File: config.mk
export PLATFORM = sky130hd
export DESIGN_NAME = array_tree_inorder_walk_unit
export DESIGN_NICKNAME = d
export VERILOG_FILES = /design/src/rtl/atiw_pkg.sv /design/src/rtl/array_tree_inorder_walk_unit.sv /design/src/rtl/atiw_ram.sv /design/src/rtl/atiw_ctrl.sv /design/src/rtl/atiw_dp.sv
export SDC_FILE = /design/constraint.sdc
export NUM_CORES = 1
export LEC_CHECK = 0
export ABC_CLOCK_PERIOD_IN_PS = 4700
export BUFFER_PORTS_ARGS = -buffer_cell sky130_fd_sc_hd__buf_2
export CORE_MARGIN = 2
export CORE_UTILIZATION = 25
export DETAILED_ROUTE_END_ITERATION = 6
export MAX_ROUTING_LAYER = met4
export PLACE_DENSITY = 0.37
export SLEW_MARGIN = 20
export SYNTH_ARGS = -nofsm -noshare
export SYNTH_HDL_FRONTEND = slang
export SYNTH_SLANG_ARGS = --single-unit
File: constraint.sdc
create_clock -name clk -period 4.7 [get_ports clk]
set_input_delay 0.705 -clock clk [delete_from_list [all_inputs] [get_ports clk]]
set_output_delay 0.705 -clock clk [all_outputs]
set_load 0.01 [all_outputs]
File: src/rtl/atiw_pkg.sv
`timescale 1ns / 1ps
`default_nettype none

package atiw_pkg;

    // default tree geometry
    localparam int DEF_TREE_SLOTS  = 63;
    localparam int DEF_TREE_HEIGHT = 6;

    // fixed field widths
    localparam int VALUE_W    = 8;
    localparam int SLOT_OUT_W = 6;

    // commands from controller to datapath
    typedef struct packed {
        logic load;     // store the accepted word
        logic start;    // begin a walk at the root
        logic push;     // push current node, go to left child
        logic pop;      // pop a node, visit it, go to right child
        logic finish;   // emit the final result, clear the load
    } atiw_cmd_t;

    // status from datapath to controller
    typedef struct packed {
        logic present;      // probed slot holds a node and stack has room
        logic stack_empty;
        logic have_pend;    // a visited node waits for its last flag
        logic out_free;     // output register can take a word this cycle
    } atiw_status_t;

endpackage

`default_nettype wire

File: src/rtl/array_tree_inorder_walk_unit.sv
`timescale 1ns / 1ps
`default_nettype none

// Inorder walk of a binary tree held level by level (children of slot i at 2i+1, 2i+2).
// Input channel (in_valid / in_stall): one word per slot, starting at slot 0; a
// slot_value of 0 is an empty slot that hides its subtree. last_slot ends the tree.
// Slots past TREE_SLOTS are dropped and every result of that tree shows overflowed.
// Loading takes one word per cycle. After the word with last_slot the block stalls
// its input and walks the tree: a start step, then one stack step at a time (a push
// on the way down, a pop for each visit, each overlapped with one store read), and
// a finish step.
// Output channel (out_valid / out_stall): one word per present node in inorder
// order with its value and slot index; last_result marks the final word. A tree
// with no root gives one word with tree_empty and last_result set.
// The walk holds back one visited node until the next visit or the finish step,
// which loads it into the output register; it is valid the cycle after. A stalled
// output word holds; the walk pauses at its next visit or finish step until the register frees.
// The input is taken again once the final word sits in the output register, even
// while it is stalled.
// Reset empties the load, the stack and the output register; no clearing pass.
module array_tree_inorder_walk_unit #(
    parameter int TREE_SLOTS  = atiw_pkg::DEF_TREE_SLOTS,
    parameter int TREE_HEIGHT = atiw_pkg::DEF_TREE_HEIGHT
) (
    input  wire logic                            clk,
    input  wire logic                            rst_n,
    input  wire logic                            in_valid,
    output logic                                 in_stall,
    input  wire logic [atiw_pkg::VALUE_W-1:0]    slot_value,
    input  wire logic                            last_slot,
    output logic                                 out_valid,
    input  wire logic                            out_stall,
    output logic      [atiw_pkg::VALUE_W-1:0]    node_value,
    output logic      [atiw_pkg::SLOT_OUT_W-1:0] node_slot,
    output logic                                 last_result,
    output logic                                 tree_empty,
    output logic                                 overflowed
);

    import atiw_pkg::*;

    atiw_cmd_t    cmd;
    atiw_status_t status;

    // sequencer
    atiw_ctrl u_ctrl (
        .clk       (clk),
        .rst_n     (rst_n),
        .in_valid  (in_valid),
        .last_slot (last_slot),
        .status    (status),
        .in_stall  (in_stall),
        .cmd       (cmd)
    );

    // store, stack and output register
    atiw_dp #(
        .TREE_SLOTS  (TREE_SLOTS),
        .TREE_HEIGHT (TREE_HEIGHT)
    ) u_dp (
        .clk         (clk),
        .rst_n       (rst_n),
        .slot_value  (slot_value),
        .cmd         (cmd),
        .status      (status),
        .out_valid   (out_valid),
        .out_stall   (out_stall),
        .node_value  (node_value),
        .node_slot   (node_slot),
        .last_result (last_result),
        .tree_empty  (tree_empty),
        .overflowed  (overflowed)
    );

endmodule

`default_nettype wire

File: src/rtl/atiw_ram.sv
`timescale 1ns / 1ps
`default_nettype none

module atiw_ram #(
    parameter int WIDTH = 8,
    parameter int DEPTH = 64,
    localparam int AW = (DEPTH > 1) ? $clog2(DEPTH) : 1
) (
    input  wire logic             clk,
    input  wire logic             we,
    input  wire logic [AW-1:0]    waddr,
    input  wire logic [WIDTH-1:0] wdata,
    input  wire logic [AW-1:0]    raddr,
    output logic      [WIDTH-1:0] rdata
);

    logic [WIDTH-1:0] mem [DEPTH];

    // one write port, one registered read port
    always_ff @(posedge clk)
    begin
        if (we)
        begin
            mem[waddr] <= wdata;
        end
        rdata <= mem[raddr];
    end

endmodule

`default_nettype wire

File: src/rtl/atiw_ctrl.sv
`timescale 1ns / 1ps
`default_nettype none

module atiw_ctrl (
    input  wire logic                   clk,
    input  wire logic                   rst_n,
    input  wire logic                   in_valid,
    input  wire logic                   last_slot,
    input  wire atiw_pkg::atiw_status_t status,
    output logic                        in_stall,
    output atiw_pkg::atiw_cmd_t         cmd
);

    import atiw_pkg::*;

    localparam logic [1:0] S_LOAD  = 2'd0;
    localparam logic [1:0] S_START = 2'd1;
    localparam logic [1:0] S_PROBE = 2'd2;

    logic [1:0] state_reg;
    logic [1:0] state_next;

    // next state and commands
    always_comb
    begin
        state_next = state_reg;
        cmd        = '0;
        in_stall   = 1'b1;
        case (state_reg)
            S_LOAD:
            begin
                in_stall = 1'b0;
                if (in_valid)
                begin
                    cmd.load = 1'b1;
                    if (last_slot)
                    begin
                        state_next = S_START;
                    end
                end
            end
            S_START:
            begin
                cmd.start  = 1'b1;
                state_next = S_PROBE;
            end
            S_PROBE:
            begin
                if (status.present)
                begin
                    cmd.push = 1'b1;
                end
                else if (!status.stack_empty)
                begin
                    // a pop hands the pending node to the output register
                    if (!status.have_pend || status.out_free)
                    begin
                        cmd.pop = 1'b1;
                    end
                end
                else if (status.out_free)
                begin
                    cmd.finish = 1'b1;
                    state_next = S_LOAD;
                end
            end
            default:
            begin
                state_next = S_LOAD;
            end
        endcase
    end

    // state register
    always_ff @(posedge clk or negedge rst_n)
    begin
        if (!rst_n)
        begin
            state_reg <= S_LOAD;
        end
        else
        begin
            state_reg <= state_next;
        end
    end

endmodule

`default_nettype wire

File: src/rtl/atiw_dp.sv
`timescale 1ns / 1ps
`default_nettype none

module atiw_dp #(
    parameter int TREE_SLOTS  = atiw_pkg::DEF_TREE_SLOTS,
    parameter int TREE_HEIGHT = atiw_pkg::DEF_TREE_HEIGHT
) (
    input  wire logic                                clk,
    input  wire logic                                rst_n,
    input  wire logic [atiw_pkg::VALUE_W-1:0]        slot_value,
    input  wire atiw_pkg::atiw_cmd_t                 cmd,
    output atiw_pkg::atiw_status_t                   status,
    output logic                                     out_valid,
    input  wire logic                                out_stall,
    output logic      [atiw_pkg::VALUE_W-1:0]        node_value,
    output logic      [atiw_pkg::SLOT_OUT_W-1:0]     node_slot,
    output logic                                     last_result,
    output logic                                     tree_empty,
    output logic                                     overflowed
);

    import atiw_pkg::*;

    localparam int SLOT_W = (TREE_SLOTS > 1) ? $clog2(TREE_SLOTS) : 1;
    localparam int CNT_W  = $clog2(TREE_SLOTS + 1);
    localparam int IDX_W  = $clog2(2 * TREE_SLOTS + 1);
    localparam int TOP_W  = $clog2(TREE_HEIGHT + 1);
    localparam int STK_AW = (TREE_HEIGHT > 1) ? $clog2(TREE_HEIGHT) : 1;

    // load state
    logic [CNT_W-1:0] count_reg;
    logic [CNT_W-1:0] count_next;
    logic             ovf_reg;
    logic             ovf_next;
    logic             store_full;

    // walk state
    logic [IDX_W-1:0]   idx_reg;
    logic [IDX_W-1:0]   idx_next;
    logic [TOP_W-1:0]   top_reg;
    logic [TOP_W-1:0]   top_next;
    logic [SLOT_W-1:0]  stk_idx_reg [TREE_HEIGHT];
    logic [VALUE_W-1:0] stk_val_reg [TREE_HEIGHT];
    logic [SLOT_W-1:0]  pop_idx;
    logic [VALUE_W-1:0] pop_val;
    logic [STK_AW-1:0]  push_ptr;
    logic [STK_AW-1:0]  pop_ptr;

    // node waiting for the next visit, which tells whether it is last
    logic               pend_reg;
    logic               pend_next;
    logic [SLOT_W-1:0]  pend_idx_reg;
    logic [VALUE_W-1:0] pend_val_reg;

    // output register
    logic                  out_valid_reg;
    logic                  out_valid_next;
    logic [VALUE_W-1:0]    out_val_reg;
    logic [SLOT_OUT_W-1:0] out_slot_reg;
    logic                  out_last_reg;
    logic                  out_empty_reg;
    logic                  out_ovf_reg;
    logic                  out_free;

    // slot store
    logic [VALUE_W-1:0] rd_val;
    logic [SLOT_W-1:0]  raddr;
    logic [SLOT_W-1:0]  waddr;

    assign store_full = (count_reg == CNT_W'(TREE_SLOTS));
    assign waddr      = SLOT_W'(count_reg);
    assign raddr      = SLOT_W'(idx_next);

    atiw_ram #(
        .WIDTH (VALUE_W),
        .DEPTH (TREE_SLOTS)
    ) u_store (
        .clk   (clk),
        .we    (cmd.load && !store_full),
        .waddr (waddr),
        .wdata (slot_value),
        .raddr (raddr),
        .rdata (rd_val)
    );

    // stack pointers and top entry
    assign push_ptr = STK_AW'(top_reg);
    assign pop_ptr  = STK_AW'(top_reg - TOP_W'(1));
    assign pop_idx  = stk_idx_reg[pop_ptr];
    assign pop_val  = stk_val_reg[pop_ptr];

    // status toward the controller
    assign out_free           = !out_valid_reg || !out_stall;
    assign status.present     = (idx_reg < IDX_W'(count_reg)) && (rd_val != '0)
                                && (top_reg < TOP_W'(TREE_HEIGHT));
    assign status.stack_empty = (top_reg == '0);
    assign status.have_pend   = pend_reg;
    assign status.out_free    = out_free;

    // load counter and drop flag
    always_comb
    begin
        count_next = count_reg;
        ovf_next   = ovf_reg;
        if (cmd.finish)
        begin
            count_next = '0;
            ovf_next   = 1'b0;
        end
        else if (cmd.load)
        begin
            if (store_full)
            begin
                ovf_next = 1'b1;
            end
            else
            begin
                count_next = count_reg + CNT_W'(1);
            end
        end
    end

    // walk index, stack depth and pending flag
    always_comb
    begin
        idx_next  = idx_reg;
        top_next  = top_reg;
        pend_next = pend_reg;
        if (cmd.start)
        begin
            idx_next  = '0;
            top_next  = '0;
            pend_next = 1'b0;
        end
        else if (cmd.push)
        begin
            idx_next = (idx_reg << 1) | IDX_W'(1);
            top_next = top_reg + TOP_W'(1);
        end
        else if (cmd.pop)
        begin
            idx_next  = (IDX_W'(pop_idx) << 1) + IDX_W'(2);
            top_next  = top_reg - TOP_W'(1);
            pend_next = 1'b1;
        end
        else if (cmd.finish)
        begin
            pend_next = 1'b0;
        end
    end

    // output valid
    always_comb
    begin
        out_valid_next = out_valid_reg;
        if ((cmd.pop && pend_reg) || cmd.finish)
        begin
            out_valid_next = 1'b1;
        end
        else if (!out_stall)
        begin
            out_valid_next = 1'b0;
        end
    end

    // control registers
    always_ff @(posedge clk or negedge rst_n)
    begin
        if (!rst_n)
        begin
            count_reg     <= '0;
            ovf_reg       <= 1'b0;
            top_reg       <= '0;
            pend_reg      <= 1'b0;
            out_valid_reg <= 1'b0;
        end
        else
        begin
            count_reg     <= count_next;
            ovf_reg       <= ovf_next;
            top_reg       <= top_next;
            pend_reg      <= pend_next;
            out_valid_reg <= out_valid_next;
        end
    end

    // payload registers: index, stack, pending node, output word
    always_ff @(posedge clk)
    begin
        idx_reg <= idx_next;
        if (cmd.push)
        begin
            stk_idx_reg[push_ptr] <= SLOT_W'(idx_reg);
            stk_val_reg[push_ptr] <= rd_val;
        end
        if (cmd.pop)
        begin
            pend_idx_reg <= pop_idx;
            pend_val_reg <= pop_val;
        end
        if (cmd.pop && pend_reg)
        begin
            out_val_reg   <= pend_val_reg;
            out_slot_reg  <= SLOT_OUT_W'(pend_idx_reg);
            out_last_reg  <= 1'b0;
            out_empty_reg <= 1'b0;
            out_ovf_reg   <= ovf_reg;
        end
        else if (cmd.finish)
        begin
            out_last_reg <= 1'b1;
            out_ovf_reg  <= ovf_reg;
            if (pend_reg)
            begin
                out_val_reg   <= pend_val_reg;
                out_slot_reg  <= SLOT_OUT_W'(pend_idx_reg);
                out_empty_reg <= 1'b0;
            end
            else
            begin
                out_val_reg   <= '0;
                out_slot_reg  <= '0;
                out_empty_reg <= 1'b1;
            end
        end
    end

    assign out_valid   = out_valid_reg;
    assign node_value  = out_val_reg;
    assign node_slot   = out_slot_reg;
    assign last_result = out_last_reg;
    assign tree_empty  = out_empty_reg;
    assign overflowed  = out_ovf_reg;

endmodule

`default_nettype wire
==> impl_metrics.json <==
{
  "p_per_area_mw_per_mm2": 759,
  "synth_fp_nets": 1936,
  "synth-edff-count": 617,
  "final_cell_mix": "edfxtp_1, nand2_1, nand3_1",
  "post_drt_wl_per_cell_microns": 23.1,
  "p_leak_nw": 9.98,
  "max_stage_delay_ps": 530,
  "grt_overflow": 0,
  "synth-warning-count": 0,
  "path_class": "register to register",
  "synth_ff_type": "edfxtp_1",
  "finClkSkew_ps": 34.5,
  "track_usage_pct": 15.1,
  "endpoint": "u_dp.u_store.rdata[0]",
  "clk_pin_slew_ps": 60,
  "cts_tree": "built",
  "fmax_mhz": 229,
  "yosysTopAreaCell": "edfxtp_1",
  "avgSynthCellArea_sq_um": 13.5,
  "cp_cell_sequence": "inv_1 -> ha_1 -> mux4_2 -> mux2i_1 -> inv_1 -> ha_1 -> xnor2_1 -> a222oi_1 -> buf_4 -> and2_1 -> buf_4 -> a32oi_1 -> a31oi_1 -> or4_1",
  "end_kind": "register",
  "cts_htree_levels": 3,
  "area_delta_synth_final_pct": 16.8,
  "via_count": 15800,
  "dp.final_hpwl_microns": 46800,
  "synth_top_area_share_pct": 72.0,
  "slew_headroom_pct": 22.9,
  "drc": 0,
  "ys_seq_elements": 648,
  "io_pins": 32,
  "syn-cell-area_sq_mm": 0.0257,
  "setup_viol": 0,
  "cts.sinks": 648,
  "largest_reg_flops": 504,
  "fin_util_pct": 29.5,
  "fin_crit_sh_pct": 92.8,
  "power_mw": 22.8,
  "die_x_microns": 325,
  "crit_family": "compound AO/OA/AOI/OAI gates",
  "num_rows": 117,
  "grt_max_degree": 106,
  "cts_resized": 0,
  "worstPathRequired_ps": 5210,
  "ys_seq_area_share_pct": 74.7,
  "cp.arrival_ps": 4870,
  "start_util_pct": 25.3,
  "drv_cap": 0,
  "die-area_sq_mm": 0.106,
  "grt_pass1_vias": 15900,
  "clockBufferDepth": 3,
  "cp-startpoint": "u_dp.push_ptr[0]",
  "netlist_instances": 1913,
  "report.final.slew_viol_count": 0,
  "port_buffers": 31,
  "timing.rr.end": "u_dp.u_store.rdata[0]",
  "viasPerCell": 4.66,
  "grt_pass1_wl_microns": 114000,
  "async_flop_share_pct": 2.16,
  "antenna_found_initial": 5,
  "place_congestion": 0.801,
  "worstSkewPairLatency_ps": 630,
  "drive_gt1_share_pct": 11.3,
  "clockRootBuffer": "clkbuf_16",
  "die_h_microns": 325,
  "final_common_cell": "edfxtp_1",
  "cp_slowest_cell": "or4_1",
  "vdd.ir_drop.worst_mv": 0.656,
  "fp.coreArea_sq_mm": 0.102,
  "first_pass_iters": 5,
  "yosysUniqueCellTypes": 54,
  "synth_top_cells_by_area": "edfxtp_1, nand2_1, nand3_1",
  "hold_violations": 0,
  "ant_nets": 0,
  "fin_nets": 1978,
  "drt-initial-drc-count": 1274,
  "layout_min_cycle_time_ps": 4360,
  "rr_startpoint": "u_dp.push_ptr[0]",
  "outcome": "finished, final reports clean",
  "critPathLaunchType": "register",
  "crit_buf_inv": 4,
  "rrSetupSlack_ps": 340,
  "tightest_slew_ps": 1150,
  "critical_path_depth": 14,
  "r2r_cells": 14,
  "grt_setup_unrepaired": "false",
  "routed_wl_microns": 78300,
  "cts_made_buffers": 76,
  "holdCritPathClass": "primary input to register",
  "cp_max_fo": 32,
  "setup_tns_ps": 0
}
[through the flow]
step | instance area, sq um | setup WS (ps) | cells | hold WS, ps
final | 30100 | 340 | 3385 | 364
after global routing | 30100 | 121 | 3385 | 336
after CTS | 30100 | 312 | 3384 | 321
after detailed placement | 27700 | 327 | 3244 | 460
after global placement | 27700 | 389 | 3244 | 446
after floorplan | 25700 | 230 | 1913 | 409
[worst min path at each step]
stage,from,end,slack (ps),cells past startpoint
CTS,last_slot,u_ctrl.state_reg[0],320,2
detailed placement,u_dp.ovf_reg,u_dp.overflowed,460,0
finish,last_slot,u_ctrl.state_reg[0],360,2
global route,last_slot,u_ctrl.state_reg[0],340,2
global placement,u_dp.tree_empty,u_dp.tree_empty,450,1
floorplan,rst_n,u_ctrl.state_reg[0],410,0
[final cells by class]
type | count | area [sq um]
repair buffers | 85 | 676
well taps | 1368 | 1710
fillers | 10400 | 71800
diodes | 1 | 2.50
clock buffers | 104 | 2110
flip-flops and latches | 648 | 19200
multi-input cells | 1130 | 6010
clock inverters | 35 | 279
inverters | 14 | 62.6
[power by group]
group | leakage [nW] | switching [mW] | internal (mW)
Sequential | 5.88 | 0.371 | 6.92
Combinational | 2.94 | 6.98 | 2.83
Clock | 1.17 | 2.40 | 3.32
Total | 9.98 | 9.76 | 13.1
[what timing repair did]
| action | in CTS | in global routing |
|---|---|---|
| hold endpoints to repair | 14 | 0 |
| endpoints found under the setup margin | 0 | 0 |
| buffers inserted | 0 | 0 |
| hold buffers | 1 | 0 |
[cell usage after synthesis, types with 6 or more instances]
library cell  number
nor4_1             6
and2_1            15
a32oi_1           65
nor2_1            81
o211ai_1           8
edfxtp_1         617
clkbuf_1          88
dfrtp_1           14
nand2b_1           7
dfxtp_1           17
a31oi_1           34
nand3_1          251
nand2_1          497
mux2i_1           16
inv_1             10
nor2b_1            6
a22oi_1           32
and3_1             6
mux4_2            14
buf_1             10
o21ai_0           20
xnor2_1            7
or4_1              8
a21oi_1            6
ha_1              10
buf_2             17
[per-layer routing]
layer	up-vias	GRT usage [%]	part of all wire [%]	wire length, microns
met5	-	-	0	0
met4	0	4.63	2.7	2080
met3	120	2.46	4.9	3800
met2	400	23.5	47	36700
met1	8037	20.2	46	35700
li1	7204	-	-	-
[logic make-up after synthesis]
logic type / count (synthesis) / synth area share, %
xor gates and xnor gates: 10 / 0.340
adders and majority gates: 10 / 0.486
and+or+nand+nor: 890 / 14.8
buffers and inverters: 135 / 2.20
DFF: 648 / 74.7
muxes: 31 / 1.89
AOI/OAI and AO/OA: 189 / 5.58
No activity file was read; power rests on OpenSTA's default activity.
